===== src/hw/rtl/fgr_pkg.sv =====
// Shared types, constants and the 5x7 font ROM for the glyph rasterizer.
// No dependencies; imported by every module of the block.
`default_nettype none

package fgr_pkg;

  localparam int GLYPH_ROWS    = 7;
  localparam int GLYPH_COLUMNS = 5;
  localparam int GLYPH_COUNT   = 95;
  localparam int ROW_W         = $clog2(GLYPH_ROWS);
  localparam int COL_W         = $clog2(GLYPH_COLUMNS);
  localparam int GLYPH_IDX_W   = $clog2(GLYPH_COUNT);

  localparam int QUEUE_DEPTH_DEFAULT = 2;

  localparam logic [7:0]  FIRST_CODE   = 8'd32;
  localparam logic [7:0]  LAST_CODE    = 8'd126;
  localparam logic [7:0]  NEWLINE_CODE = 8'd10;
  localparam logic [15:0] COORD_MAX    = 16'hFFFF;

  // Offsets added to a coordinate: col/row * scale, 6 * scale, 8 * scale + 2
  localparam int OFS_W = 7;

  typedef enum logic [2:0] {
    REG_ORIGIN_X    = 3'd0,
    REG_ORIGIN_Y    = 3'd1,
    REG_PIXEL_SCALE = 3'd2,
    REG_COLOR_RED   = 3'd3,
    REG_COLOR_GREEN = 3'd4,
    REG_COLOR_BLUE  = 3'd5
  } cfg_reg_t;

  typedef struct packed {
    logic [7:0] char_code;
    logic       first;
  } char_item_t;

  typedef struct packed {
    logic [15:0] dot_x;
    logic [15:0] dot_y;
    logic [3:0]  dot_size;
    logic [7:0]  out_red;
    logic [7:0]  out_green;
    logic [7:0]  out_blue;
    logic        last;
  } dot_item_t;

  typedef struct packed {
    logic [11:0] origin_x;
    logic [11:0] origin_y;
    logic [3:0]  pixel_scale;
    logic [7:0]  color_red;
    logic [7:0]  color_green;
    logic [7:0]  color_blue;
  } cfg_t;

  // Row 0 is the top row; within a row the MSB is the leftmost column.
  typedef logic [0:GLYPH_ROWS-1][GLYPH_COLUMNS-1:0] glyph_t;

  typedef struct packed {
    glyph_t      glyph;
    logic [15:0] cursor_x;
    logic [15:0] cursor_y;
  } glyph_job_t;

  function automatic logic [15:0] sat_add(input logic [15:0] a, input logic [OFS_W-1:0] b);
    logic [16:0] s;
    s = {1'b0, a} + 17'(b);
    sat_add = s[16] ? COORD_MAX : s[15:0];
  endfunction

  function automatic glyph_t font_glyph(input logic [GLYPH_IDX_W-1:0] idx);
    glyph_t g;
    unique case (idx)
      7'd0:  g = {5'd0,5'd0,5'd0,5'd0,5'd0,5'd0,5'd0};
      7'd1:  g = {5'd4,5'd4,5'd4,5'd4,5'd0,5'd4,5'd0};
      7'd2:  g = {5'd10,5'd10,5'd0,5'd0,5'd0,5'd0,5'd0};
      7'd3:  g = {5'd10,5'd10,5'd31,5'd10,5'd31,5'd10,5'd10};
      7'd4:  g = {5'd4,5'd15,5'd20,5'd14,5'd5,5'd30,5'd4};
      7'd5:  g = {5'd18,5'd18,5'd2,5'd4,5'd8,5'd9,5'd9};
      7'd6:  g = {5'd8,5'd20,5'd20,5'd8,5'd21,5'd18,5'd13};
      7'd7:  g = {5'd4,5'd4,5'd0,5'd0,5'd0,5'd0,5'd0};
      7'd8:  g = {5'd2,5'd4,5'd8,5'd8,5'd8,5'd4,5'd2};
      7'd9:  g = {5'd8,5'd4,5'd2,5'd2,5'd2,5'd4,5'd8};
      7'd10: g = {5'd0,5'd4,5'd21,5'd14,5'd21,5'd4,5'd0};
      7'd11: g = {5'd0,5'd4,5'd4,5'd31,5'd4,5'd4,5'd0};
      7'd12: g = {5'd0,5'd0,5'd0,5'd0,5'd0,5'd4,5'd8};
      7'd13: g = {5'd0,5'd0,5'd0,5'd31,5'd0,5'd0,5'd0};
      7'd14: g = {5'd0,5'd0,5'd0,5'd0,5'd0,5'd4,5'd0};
      7'd15: g = {5'd1,5'd1,5'd2,5'd4,5'd8,5'd16,5'd16};
      7'd16: g = {5'd14,5'd17,5'd19,5'd21,5'd25,5'd17,5'd14};
      7'd17: g = {5'd4,5'd12,5'd4,5'd4,5'd4,5'd4,5'd14};
      7'd18: g = {5'd14,5'd17,5'd1,5'd6,5'd8,5'd16,5'd31};
      7'd19: g = {5'd14,5'd17,5'd1,5'd6,5'd1,5'd17,5'd14};
      7'd20: g = {5'd2,5'd6,5'd10,5'd18,5'd31,5'd2,5'd2};
      7'd21: g = {5'd31,5'd16,5'd30,5'd1,5'd1,5'd17,5'd14};
      7'd22: g = {5'd6,5'd8,5'd16,5'd30,5'd17,5'd17,5'd14};
      7'd23: g = {5'd31,5'd1,5'd2,5'd4,5'd8,5'd8,5'd8};
      7'd24: g = {5'd14,5'd17,5'd17,5'd14,5'd17,5'd17,5'd14};
      7'd25: g = {5'd14,5'd17,5'd17,5'd15,5'd1,5'd2,5'd12};
      7'd26: g = {5'd0,5'd4,5'd0,5'd0,5'd0,5'd4,5'd0};
      7'd27: g = {5'd0,5'd4,5'd0,5'd0,5'd0,5'd4,5'd8};
      7'd28: g = {5'd2,5'd4,5'd8,5'd16,5'd8,5'd4,5'd2};
      7'd29: g = {5'd0,5'd0,5'd31,5'd0,5'd31,5'd0,5'd0};
      7'd30: g = {5'd8,5'd4,5'd2,5'd1,5'd2,5'd4,5'd8};
      7'd31: g = {5'd14,5'd17,5'd1,5'd2,5'd4,5'd0,5'd4};
      7'd32: g = {5'd14,5'd17,5'd21,5'd23,5'd22,5'd16,5'd14};
      7'd33: g = {5'd14,5'd17,5'd17,5'd31,5'd17,5'd17,5'd17};
      7'd34: g = {5'd30,5'd17,5'd17,5'd30,5'd17,5'd17,5'd30};
      7'd35: g = {5'd14,5'd17,5'd16,5'd16,5'd16,5'd17,5'd14};
      7'd36: g = {5'd30,5'd17,5'd17,5'd17,5'd17,5'd17,5'd30};
      7'd37: g = {5'd31,5'd16,5'd16,5'd30,5'd16,5'd16,5'd31};
      7'd38: g = {5'd31,5'd16,5'd16,5'd30,5'd16,5'd16,5'd16};
      7'd39: g = {5'd14,5'd17,5'd16,5'd23,5'd17,5'd17,5'd15};
      7'd40: g = {5'd17,5'd17,5'd17,5'd31,5'd17,5'd17,5'd17};
      7'd41: g = {5'd14,5'd4,5'd4,5'd4,5'd4,5'd4,5'd14};
      7'd42: g = {5'd1,5'd1,5'd1,5'd1,5'd1,5'd17,5'd14};
      7'd43: g = {5'd17,5'd18,5'd20,5'd24,5'd20,5'd18,5'd17};
      7'd44: g = {5'd16,5'd16,5'd16,5'd16,5'd16,5'd16,5'd31};
      7'd45: g = {5'd17,5'd27,5'd21,5'd21,5'd17,5'd17,5'd17};
      7'd46: g = {5'd17,5'd25,5'd21,5'd19,5'd17,5'd17,5'd17};
      7'd47: g = {5'd14,5'd17,5'd17,5'd17,5'd17,5'd17,5'd14};
      7'd48: g = {5'd30,5'd17,5'd17,5'd30,5'd16,5'd16,5'd16};
      7'd49: g = {5'd14,5'd17,5'd17,5'd17,5'd21,5'd18,5'd13};
      7'd50: g = {5'd30,5'd17,5'd17,5'd30,5'd20,5'd18,5'd17};
      7'd51: g = {5'd14,5'd17,5'd16,5'd14,5'd1,5'd17,5'd14};
      7'd52: g = {5'd31,5'd4,5'd4,5'd4,5'd4,5'd4,5'd4};
      7'd53: g = {5'd17,5'd17,5'd17,5'd17,5'd17,5'd17,5'd14};
      7'd54: g = {5'd17,5'd17,5'd17,5'd17,5'd17,5'd10,5'd4};
      7'd55: g = {5'd17,5'd17,5'd17,5'd21,5'd21,5'd21,5'd10};
      7'd56: g = {5'd17,5'd17,5'd10,5'd4,5'd10,5'd17,5'd17};
      7'd57: g = {5'd17,5'd17,5'd10,5'd4,5'd4,5'd4,5'd4};
      7'd58: g = {5'd31,5'd1,5'd2,5'd4,5'd8,5'd16,5'd31};
      7'd59: g = {5'd14,5'd8,5'd8,5'd8,5'd8,5'd8,5'd14};
      7'd60: g = {5'd16,5'd16,5'd8,5'd4,5'd2,5'd1,5'd1};
      7'd61: g = {5'd14,5'd2,5'd2,5'd2,5'd2,5'd2,5'd14};
      7'd62: g = {5'd4,5'd10,5'd17,5'd0,5'd0,5'd0,5'd0};
      7'd63: g = {5'd0,5'd0,5'd0,5'd0,5'd0,5'd0,5'd31};
      7'd64: g = {5'd8,5'd4,5'd0,5'd0,5'd0,5'd0,5'd0};
      7'd65: g = {5'd0,5'd0,5'd14,5'd1,5'd15,5'd17,5'd15};
      7'd66: g = {5'd16,5'd16,5'd30,5'd17,5'd17,5'd17,5'd30};
      7'd67: g = {5'd0,5'd0,5'd14,5'd17,5'd16,5'd17,5'd14};
      7'd68: g = {5'd1,5'd1,5'd15,5'd17,5'd17,5'd17,5'd15};
      7'd69: g = {5'd0,5'd0,5'd14,5'd17,5'd31,5'd16,5'd14};
      7'd70: g = {5'd6,5'd8,5'd8,5'd30,5'd8,5'd8,5'd8};
      7'd71: g = {5'd0,5'd0,5'd15,5'd17,5'd15,5'd1,5'd14};
      7'd72: g = {5'd16,5'd16,5'd30,5'd17,5'd17,5'd17,5'd17};
      7'd73: g = {5'd4,5'd0,5'd12,5'd4,5'd4,5'd4,5'd14};
      7'd74: g = {5'd2,5'd0,5'd2,5'd2,5'd2,5'd18,5'd12};
      7'd75: g = {5'd16,5'd16,5'd18,5'd20,5'd24,5'd20,5'd18};
      7'd76: g = {5'd12,5'd4,5'd4,5'd4,5'd4,5'd4,5'd14};
      7'd77: g = {5'd0,5'd0,5'd26,5'd21,5'd21,5'd21,5'd21};
      7'd78: g = {5'd0,5'd0,5'd30,5'd17,5'd17,5'd17,5'd17};
      7'd79: g = {5'd0,5'd0,5'd14,5'd17,5'd17,5'd17,5'd14};
      7'd80: g = {5'd0,5'd0,5'd30,5'd17,5'd30,5'd16,5'd16};
      7'd81: g = {5'd0,5'd0,5'd15,5'd17,5'd15,5'd1,5'd1};
      7'd82: g = {5'd0,5'd0,5'd22,5'd24,5'd16,5'd16,5'd16};
      7'd83: g = {5'd0,5'd0,5'd15,5'd16,5'd14,5'd1,5'd30};
      7'd84: g = {5'd8,5'd8,5'd30,5'd8,5'd8,5'd8,5'd6};
      7'd85: g = {5'd0,5'd0,5'd17,5'd17,5'd17,5'd17,5'd15};
      7'd86: g = {5'd0,5'd0,5'd17,5'd17,5'd17,5'd10,5'd4};
      7'd87: g = {5'd0,5'd0,5'd17,5'd17,5'd21,5'd21,5'd10};
      7'd88: g = {5'd0,5'd0,5'd17,5'd10,5'd4,5'd10,5'd17};
      7'd89: g = {5'd0,5'd0,5'd17,5'd17,5'd15,5'd1,5'd14};
      7'd90: g = {5'd0,5'd0,5'd31,5'd2,5'd4,5'd8,5'd31};
      7'd91: g = {5'd2,5'd4,5'd4,5'd8,5'd4,5'd4,5'd2};
      7'd92: g = {5'd4,5'd4,5'd4,5'd4,5'd4,5'd4,5'd4};
      7'd93: g = {5'd8,5'd4,5'd4,5'd2,5'd4,5'd4,5'd8};
      7'd94: g = {5'd0,5'd8,5'd21,5'd2,5'd0,5'd0,5'd0};
      default: g = '0;
    endcase
    font_glyph = g;
  endfunction

endpackage

`default_nettype wire


===== src/hw/rtl/fgr_front.sv =====
// Front end: accepts characters, keeps the text cursor, looks up glyphs.
// Depends on fgr_pkg. Pushes one job per non-blank printable character.
`default_nettype none

module fgr_front import fgr_pkg::*; (
  input  wire logic       clk,
  input  wire logic       rst,
  input  wire cfg_t       cfg,
  input  wire logic       in_valid,
  output logic            in_ready,
  input  wire char_item_t in_data,
  output logic            job_valid,
  input  wire logic       job_ready,
  output glyph_job_t      job_data
);

  logic [15:0] cursor_column, cursor_column_next;
  logic [15:0] line_row, line_row_next;
  logic [15:0] base_x, base_y;
  logic        in_fire, is_newline, printable;
  glyph_t      glyph;

  assign in_ready = job_ready;
  assign in_fire  = in_valid && in_ready;

  assign base_x = in_data.first ? {4'd0, cfg.origin_x} : cursor_column;
  assign base_y = in_data.first ? {4'd0, cfg.origin_y} : line_row;

  assign is_newline = (in_data.char_code == NEWLINE_CODE);
  assign printable  = (in_data.char_code >= FIRST_CODE) && (in_data.char_code <= LAST_CODE);
  assign glyph      = font_glyph(GLYPH_IDX_W'(in_data.char_code - FIRST_CODE));

  always_comb begin
    if (is_newline) begin
      cursor_column_next = {4'd0, cfg.origin_x};
      line_row_next      = sat_add(base_y, {cfg.pixel_scale, 3'b000} + OFS_W'(2));
    end else begin
      cursor_column_next = sat_add(base_x, OFS_W'(cfg.pixel_scale) * OFS_W'(6));
      line_row_next      = base_y;
    end
  end

  // blank glyphs (space) produce no job
  assign job_valid         = in_valid && printable && (glyph != '0);
  assign job_data.glyph    = glyph;
  assign job_data.cursor_x = base_x;
  assign job_data.cursor_y = base_y;

  always_ff @(posedge clk) begin
    if (rst) begin
      cursor_column <= '0;
      line_row      <= '0;
    end else if (in_fire) begin
      cursor_column <= cursor_column_next;
      line_row      <= line_row_next;
    end
  end

  a_newline_home: assert property (@(posedge clk) disable iff (rst)
    (in_fire && in_data.char_code == NEWLINE_CODE)
      |=> cursor_column == {4'd0, $past(cfg.origin_x)})
    else $error("newline did not return cursor to origin column");

  a_line_holds: assert property (@(posedge clk) disable iff (rst)
    (in_fire && !is_newline) |=> line_row == $past(base_y))
    else $error("line moved on a non-newline item");

  a_push_only_visible: assert property (@(posedge clk) disable iff (rst)
    (job_valid && job_ready) |-> (in_fire && in_data.char_code != NEWLINE_CODE))
    else $error("job pushed for a non-glyph item");

endmodule

`default_nettype wire


===== src/hw/rtl/fgr_queue.sv =====
// Small job queue between the front end and the dot emitter.
// Depends on fgr_pkg for the job type. DEPTH must be at least 2.
`default_nettype none

module fgr_queue import fgr_pkg::*; #(
  parameter int DEPTH = QUEUE_DEPTH_DEFAULT
) (
  input  wire logic       clk,
  input  wire logic       rst,
  input  wire logic       push_valid,
  output logic            push_ready,
  input  wire glyph_job_t push_data,
  output logic            pop_valid,
  input  wire logic       pop_ready,
  output glyph_job_t      pop_data
);

  localparam int PW = $clog2(DEPTH);
  localparam int CW = $clog2(DEPTH + 1);

  glyph_job_t    mem [DEPTH];
  logic [PW-1:0] wr_ptr, rd_ptr;
  logic [CW-1:0] count;
  logic          push_fire, pop_fire;

  assign push_ready = (count != CW'(DEPTH));
  assign pop_valid  = (count != '0);
  assign pop_data   = mem[rd_ptr];
  assign push_fire  = push_valid && push_ready;
  assign pop_fire   = pop_valid && pop_ready;

  always_ff @(posedge clk) begin
    if (push_fire) begin
      mem[wr_ptr] <= push_data;
    end
  end

  always_ff @(posedge clk) begin
    if (rst) begin
      wr_ptr <= '0;
      rd_ptr <= '0;
      count  <= '0;
    end else begin
      if (push_fire) begin
        wr_ptr <= (wr_ptr == PW'(DEPTH - 1)) ? '0 : wr_ptr + 1'b1;
      end
      if (pop_fire) begin
        rd_ptr <= (rd_ptr == PW'(DEPTH - 1)) ? '0 : rd_ptr + 1'b1;
      end
      if (push_fire && !pop_fire) begin
        count <= count + 1'b1;
      end else if (pop_fire && !push_fire) begin
        count <= count - 1'b1;
      end
    end
  end

  a_count_bound: assert property (@(posedge clk) disable iff (rst)
    count <= CW'(DEPTH))
    else $error("queue count beyond depth");

  a_count_up: assert property (@(posedge clk) disable iff (rst)
    (push_fire && !pop_fire) |=> count == $past(count) + 1'b1)
    else $error("queue count missed a push");

  a_ptr_track: assert property (@(posedge clk) disable iff (rst)
    (count == '0 || count == CW'(DEPTH)) |-> wr_ptr == rd_ptr)
    else $error("queue pointers out of step with count");

endmodule

`default_nettype wire


===== src/hw/rtl/fgr_back.sv =====
// Back end: walks the set dots of one glyph job, one square per cycle while the output is not stalled.
// Depends on fgr_pkg. Output register decouples from the downstream sink.
`default_nettype none

module fgr_back import fgr_pkg::*; (
  input  wire logic       clk,
  input  wire logic       rst,
  input  wire cfg_t       cfg,
  input  wire logic       job_valid,
  output logic            job_ready,
  input  wire glyph_job_t job_data,
  output logic            out_valid,
  input  wire logic       out_ready,
  output dot_item_t       out_data
);

  logic             busy;
  glyph_t           mask, mask_after;
  logic [15:0]      cur_x, cur_y;
  logic [ROW_W-1:0] row_sel;
  logic [COL_W-1:0] col_sel;
  logic [GLYPH_COLUMNS-1:0] row_bits;
  logic             row_found, col_found;
  logic             emit, dot_last;
  dot_item_t        dot;

  // first non-empty row, then first set column in it
  always_comb begin
    row_sel   = '0;
    row_found = 1'b0;
    for (int r = 0; r < GLYPH_ROWS; r++) begin
      if (!row_found && (mask[r] != '0)) begin
        row_found = 1'b1;
        row_sel   = ROW_W'(r);
      end
    end
    row_bits  = mask[row_sel];
    col_sel   = '0;
    col_found = 1'b0;
    for (int c = 0; c < GLYPH_COLUMNS; c++) begin
      if (!col_found && row_bits[GLYPH_COLUMNS-1-c]) begin
        col_found = 1'b1;
        col_sel   = COL_W'(c);
      end
    end
    mask_after = mask;
    mask_after[row_sel][COL_W'(GLYPH_COLUMNS - 1) - col_sel] = 1'b0;
  end

  assign dot_last = (mask_after == '0);

  always_comb begin
    dot.dot_x     = sat_add(cur_x, OFS_W'(col_sel) * OFS_W'(cfg.pixel_scale));
    dot.dot_y     = sat_add(cur_y, OFS_W'(row_sel) * OFS_W'(cfg.pixel_scale));
    dot.dot_size  = cfg.pixel_scale;
    dot.out_red   = cfg.color_red;
    dot.out_green = cfg.color_green;
    dot.out_blue  = cfg.color_blue;
    dot.last      = dot_last;
  end

  assign emit      = busy && (!out_valid || out_ready);
  assign job_ready = !busy || (emit && dot_last);

  always_ff @(posedge clk) begin
    if (emit) begin
      out_data <= dot;
    end
    if (job_valid && job_ready) begin
      mask  <= job_data.glyph;
      cur_x <= job_data.cursor_x;
      cur_y <= job_data.cursor_y;
    end else if (emit) begin
      mask <= mask_after;
    end
  end

  always_ff @(posedge clk) begin
    if (rst) begin
      busy      <= 1'b0;
      out_valid <= 1'b0;
    end else begin
      if (job_valid && job_ready) begin
        busy <= 1'b1;
      end else if (emit && dot_last) begin
        busy <= 1'b0;
      end
      if (emit) begin
        out_valid <= 1'b1;
      end else if (out_ready) begin
        out_valid <= 1'b0;
      end
    end
  end

  a_busy_has_dots: assert property (@(posedge clk) disable iff (rst)
    busy |-> mask != '0)
    else $error("emitter busy with an empty glyph");

  a_last_ends_job: assert property (@(posedge clk) disable iff (rst)
    (emit && dot_last && !job_valid) |=> !busy)
    else $error("emitter stayed busy after the last dot");

  a_emit_lands: assert property (@(posedge clk) disable iff (rst)
    emit |=> out_valid)
    else $error("emitted dot not presented");

endmodule

`default_nettype wire


===== src/hw/rtl/font_glyph_rasterizer.sv =====
// Top level of the 5x7 font rasterizer: configuration registers, front end,
// job queue and dot emitter. Depends on fgr_pkg, fgr_front, fgr_queue, fgr_back.
//
// Text rasterizer. Each input item is one character byte plus a "first" flag
// that homes the cursor to (origin_x, origin_y) before the character. A
// printable code (32..126) produces one output item per lit dot of its 5x7
// glyph, rows top to bottom and columns left to right, each a square of side
// pixel_scale at the cursor offset by (col, row) * pixel_scale; "last" marks
// the final square of a character. The cursor then moves right by
// 6 * pixel_scale; a newline (10) returns to origin_x and moves down by
// 8 * pixel_scale + 2; all other codes emit nothing and just advance.
// Coordinates saturate at 65535. Input items are taken one per cycle while the
// job queue (QUEUE_DEPTH entries) has room; the dot emitter delivers one
// square per cycle while out_ready is high, so a character yields one output
// item per lit dot (0 for blanks, newlines and other codes, up to 20 for the
// densest glyphs). Sustained throughput is therefore set by the dot emitter:
// one output item per clock while out_ready is high. Configuration writes
// take effect on the next cycle and are always accepted; indexes 6 and 7 are
// ignored. Write configuration only when no character is in flight.
`default_nettype none

module font_glyph_rasterizer import fgr_pkg::*; #(
  parameter int QUEUE_DEPTH = QUEUE_DEPTH_DEFAULT
) (
  input  wire logic        clk,
  input  wire logic        rst,
  // character items
  input  wire logic        in_valid,
  output logic             in_ready,
  input  wire char_item_t  in_data,
  // dot items
  output logic             out_valid,
  input  wire logic        out_ready,
  output dot_item_t        out_data,
  // configuration writes
  input  wire logic        cfg_valid,
  output logic             cfg_ready,
  input  wire logic [2:0]  cfg_index,
  input  wire logic [11:0] cfg_data
);

  cfg_t       cfg;
  logic       job_push_valid, job_push_ready;
  glyph_job_t job_push_data;
  logic       job_pop_valid, job_pop_ready;
  glyph_job_t job_pop_data;

  // Register file; no back-pressure on writes.
  assign cfg_ready = 1'b1;

  always_ff @(posedge clk) begin
    if (rst) begin
      cfg.origin_x    <= '0;
      cfg.origin_y    <= '0;
      cfg.pixel_scale <= 4'd1;
      cfg.color_red   <= 8'd255;
      cfg.color_green <= 8'd255;
      cfg.color_blue  <= 8'd255;
    end else if (cfg_valid && cfg_ready) begin
      unique case (cfg_reg_t'(cfg_index))
        REG_ORIGIN_X:    cfg.origin_x    <= cfg_data;
        REG_ORIGIN_Y:    cfg.origin_y    <= cfg_data;
        REG_PIXEL_SCALE: cfg.pixel_scale <= cfg_data[3:0];
        REG_COLOR_RED:   cfg.color_red   <= cfg_data[7:0];
        REG_COLOR_GREEN: cfg.color_green <= cfg_data[7:0];
        REG_COLOR_BLUE:  cfg.color_blue  <= cfg_data[7:0];
        default: ;  // unused indexes are dropped
      endcase
    end
  end

  // Front end: cursor bookkeeping and glyph lookup, one item per cycle while the queue has room.
  fgr_front u_front (
    .clk       (clk),
    .rst       (rst),
    .cfg       (cfg),
    .in_valid  (in_valid),
    .in_ready  (in_ready),
    .in_data   (in_data),
    .job_valid (job_push_valid),
    .job_ready (job_push_ready),
    .job_data  (job_push_data)
  );

  // Queue lets the front keep taking characters while the emitter drains.
  fgr_queue #(
    .DEPTH (QUEUE_DEPTH)
  ) u_queue (
    .clk        (clk),
    .rst        (rst),
    .push_valid (job_push_valid),
    .push_ready (job_push_ready),
    .push_data  (job_push_data),
    .pop_valid  (job_pop_valid),
    .pop_ready  (job_pop_ready),
    .pop_data   (job_pop_data)
  );

  // Back end: one square per cycle into a registered output, while the sink accepts.
  fgr_back u_back (
    .clk       (clk),
    .rst       (rst),
    .cfg       (cfg),
    .job_valid (job_pop_valid),
    .job_ready (job_pop_ready),
    .job_data  (job_pop_data),
    .out_valid (out_valid),
    .out_ready (out_ready),
    .out_data  (out_data)
  );

endmodule

`default_nettype wire

===== config.mk =====
export PLATFORM = sky130hd
export DESIGN_NAME = font_glyph_rasterizer
export DESIGN_NICKNAME = d
export VERILOG_FILES = /design/src/hw/rtl/fgr_pkg.sv /design/src/hw/rtl/fgr_front.sv /design/src/hw/rtl/fgr_queue.sv /design/src/hw/rtl/fgr_back.sv /design/src/hw/rtl/font_glyph_rasterizer.sv
export SDC_FILE = /design/constraint.sdc
export NUM_CORES = 1
export LEC_CHECK = 0
export ABC_CLOCK_PERIOD_IN_PS = 11520
export BUFFER_PORTS_ARGS = -buffer_cell sky130_fd_sc_hd__buf_2
export CAP_MARGIN = 20
export CORE_MARGIN = 2
export CORE_UTILIZATION = 45
export DETAILED_ROUTE_END_ITERATION = 8
export PLACE_DENSITY = 0.59
export REMOVE_ABC_BUFFERS = 1
export SYNTH_ARGS = -nofsm -noshare
export SYNTH_HDL_FRONTEND = slang
export SYNTH_MEMORY_MAX_BITS = 65536
export SYNTH_SLANG_ARGS = --single-unit

===== constraint.sdc =====
create_clock -name clk -period 11.52 [get_ports clk]
set_input_delay 0.576 -clock clk [delete_from_list [all_inputs] [get_ports clk]]
set_output_delay 0.576 -clock clk [all_outputs]
set_load 0.005 [all_outputs]

==> impl_metrics.csv <==
group,metric,value,unit
run_status,outcome,"finished clean",
floorplanning,die_y,212.9,um
synthesis,yosysSeqAreaShare,0.4935,
clock_tree,clk_pin_slew,0.06,ns
clock_tree,cts_resized,0,
floorplanning,ios,93,
floorplanning,die_w,212.9,um
drt,post_drt_via_cell_ratio,5.993,
timing,skew,0.01884,ns
drt,wire_per_inst,22.56,um
global_routing,grt_usage,0.2608,
clock_tree,clkLatencyLatePin,0.55,ns
drt,num_vias,15580,
place,dp_hpwl,41.10,mm
floorplanning,design.core.area,43080,um2
timing,final-max-slew-violation-count,0,
drt,firstDrtPassIters,6,
floorplanning,start_util,0.4558,
drt,routed_wirelength,58.67,mm
setup_path,cp-start-kind,"flip-flop",
finish,multiInputGateArea,9255,um2
global_routing,grt_max_degree,92,
timing,setup_viol,0,
finish,ff_latch_area,9693,um2
clock_tree,cts_setup_buffers,0,
clock_tree,htreeDepth,2,
synthesis,yosys.area.top_type,"edfxtp_1",
place,routabilityCongestion,0.9566,
clock_tree,cts_hold_buf,0,
timing,rsz0062_at_grt,"no",
setup_path,arrival,7.17,ns
clock_tree,clockRootBuffer,"clkbuf_16",
synthesis,synth-xor-area-share,0.01963,
floorplanning,dieArea,45320,um2
drt,antenna_left,0,
timing,worstMarginPinSlew,1.085,ns
drt,route.detailed.drc,0,
synthesis,synth_seq_cells,353,
synthesis,syn_avg_cell_area,10.10,um2
synthesis,synth_fa_ha_area_frac,0.05710,
timing,fin_crit_sh,0.5977,
global_routing,grt_pass1_vias,14960,
timing,hold_violations,0,
finish,nNetsFinal,2094,
power_and_ir_drop,power_density,203.5,nW/um2
timing,maxSlewHeadroom,0.2765,
global_routing,grt_overflow_total,0,
power_and_ir_drop,p_leak,8.105,nW
place,post-place-ws,4.725,ns
timing,min_period,6.886,ns
setup_path,cp.required,11.80,ns
timing,post-route-worst-setup-slack,4.634,ns
place,portBuffers,91,
synthesis,synth_top_area_share,0.4007,
clock_tree,cts_made_buffers,39,
setup_path,setup.worst_path.end_class,"flip-flop",
setup_path,crit_type,"flip-flop to flip-flop",
synthesis,ys_warn_count,0,
global_routing,antenna_found_initial,3,
synthesis,ys_top_cells_by_area,"edfxtp_1, dfxtp_1, nand2_1",
run,drv_cap,0,
synthesis,ys_types,84,
power_and_ir_drop,ir_worst_vdd,0.1181,mV
drt,drt_iter0_drc,1671,
synthesis,synth_top_family_by_area,"compound AO/OA/AOI/OAI gates",
min_path,hp-class,"input port to flip-flop",
finish,fill_cells,3915,
synthesis,muxShareOfSynthArea,0.07577,
clock_tree,cts_tree,"done",
synthesis,async_flop_share,0,
timing,totalNegativeSetupSlack,0,ns
global_routing,grt_pass1_wl,90.13,mm
synthesis,postSynthCellCount,1945,
finish,area_growth_syn_to_layout,11.47,%
clock_tree,clock_sinks,353,
synthesis,synthSimpleGateAreaFrac,0.1556,
setup_path,rr_worst_depth,21,
synthesis,synth_ff_type,"edfxtp_1",
clock_tree,clockBufferDepth,3,
finish,layout-drive-gt1-share,0.1266,
synthesis,synth_area,19640,um2
synthesis,synth-edff-count,262,
min_path,hold_path_depth,3,
synthesis,synth-compound-area-share,0.1611,
timing,fmax,145.2,MHz
floorplanning,rows,76,
setup_path,cp_max_fo,12,
-- registers in the layout (all words and copies together), names as in the netlist, named ones only --
| name | flops |
|---|---|
| u_back.out_data | 61 |
| u_back.mask | 35 |
| cfg | 52 |
| u_back.cur_x | 16 |
| u_queue.rd_ptr | 1 |
| u_back.out_valid | 1 |
| u_back.cur_y | 16 |
| u_back.busy | 1 |
| u_queue.count | 2 |
| u_queue.wr_ptr | 1 |
| u_queue.mem | 134 |
| u_front.cursor_column | 16 |
| u_front.line_row | 16 |
-- report_power, final --
group	switching, W	internal, W
registers	0.000196	0.00171
clock network	0.000512	0.000743
logic	0.000808	0.000480
-- Yosys cell counts (all sizes together), types with 41 or more instances --
library cell / instances
edfxtp: 262
inv: 70
nand2: 260
mux2: 55
mux2i: 80
o21ai: 130
nor2: 156
a21oi: 137
clkbuf: 87
dfxtp: 91
nand3: 41
ha: 64
-- metal layers --
metal / GRT usage / wire [um] / up-vias
li1: - / - / 7261
met1: 0.3732 / 26360 / 7496
met2: 0.4023 / 26260 / 673
met3: 0.03956 / 3937 / 151
met4: 0.09236 / 2115 / 0
met5: 0 / 0 / -
-- cells by family (layout without fill, tap and decap cells) --
kind of cell	after synthesis	count (layout)
flip-flops	353	353
other	1	2
multiplexers	138	138
XOR/XNOR	44	44
adder cells (fa/ha/maj)	80	80
buffers and inverters	185	254
AO/OA/AOI/OAI	493	493
AND/OR/NAND/NOR	651	651
-- area by class of cell --
class / count / share of cell area
antenna: 1 / 0.0001143
clock buffer: 52 / 0.04865
clock inverter: 18 / 0.009661
inverter: 72 / 0.01235
multi-input combinational: 1407 / 0.4229
sequential: 353 / 0.4429
tap: 585 / 0.03344
timing repair buffer: 112 / 0.03007
-- placed cells by master (no fill, tap or decap), types with 8 or more instances in the layout --
cell type / n
nor3_1: 32
o21a_1: 9
a311oi_1: 17
xor2_1: 16
dfxtp_1: 90
and3_1: 10
and2_1: 16
a31oi_1: 21
nand4_1: 13
o31ai_1: 15
clkbuf_16: 39
o21ai_0: 126
fa_1: 16
o311ai_0: 10
nand3_1: 41
o211ai_1: 13
nand3b_1: 25
o21bai_1: 9
xnor2_1: 28
a21o_1: 14
edfxtp_1: 262
buf_4: 21
nor4_1: 10
buf_2: 89
mux2_2: 55
o22ai_1: 16
mux2i_1: 80
nand2b_1: 19
ha_1: 64
clkbuf_1: 9
a21oi_1: 136
or4_1: 12
nand2_1: 260
nor2b_1: 25
or3_1: 8
nor2_1: 156
o221ai_1: 8
inv_1: 70
a211oi_1: 33
-- worst max-delay path: stages, from the launching register on --
cell,delay (ns)
edfxtp_1,0.50
or4_4,0.58
nor4_2,0.61
nand3_1,0.48
o211a_2,0.45
a22oi_1,0.64
nor2_1,0.22
nand2_1,0.15
fa_1,0.46
fa_1,0.55
inv_1,0.07
ha_1,0.29
a21o_1,0.17
a21oi_1,0.22
o21bai_1,0.09
a21oi_1,0.17
nor2b_1,0.08
o21a_1,0.19
and2_1,0.19
nand2b_1,0.14
or2_2,0.25
o21ai_0,0.12
-- stage by stage --
step	utilization	std cells	cell area (um2)	hold slack (ns)	total power [W]
after CTS	0.5074	2598	21860	0.2495	0.004462
after global placement	0.4771	2527	20550	0.4151	0.003191
final	0.5081	2600	21890	0.2813	0.004455
after detailed placement	0.4778	2528	20580	0.4156	0.003200
after floorplan	-	1832	19180	0.4081	0.002724
after global routing	0.5081	2600	21890	0.2898	0.004679
-- worst paths after layout --
path                                       from             endpoint  slack (ns)
worst max-delay path            u_back.mask[31]  u_back.out_data[51]        4.63
worst min-delay path                cfg_data[8]              cfg[48]        0.28
worst max register to register  u_back.mask[31]  u_back.out_data[51]        4.63
worst min register to register          cfg[13]  u_back.out_data[14]        0.43
Power figures use the tool's default switching activity.
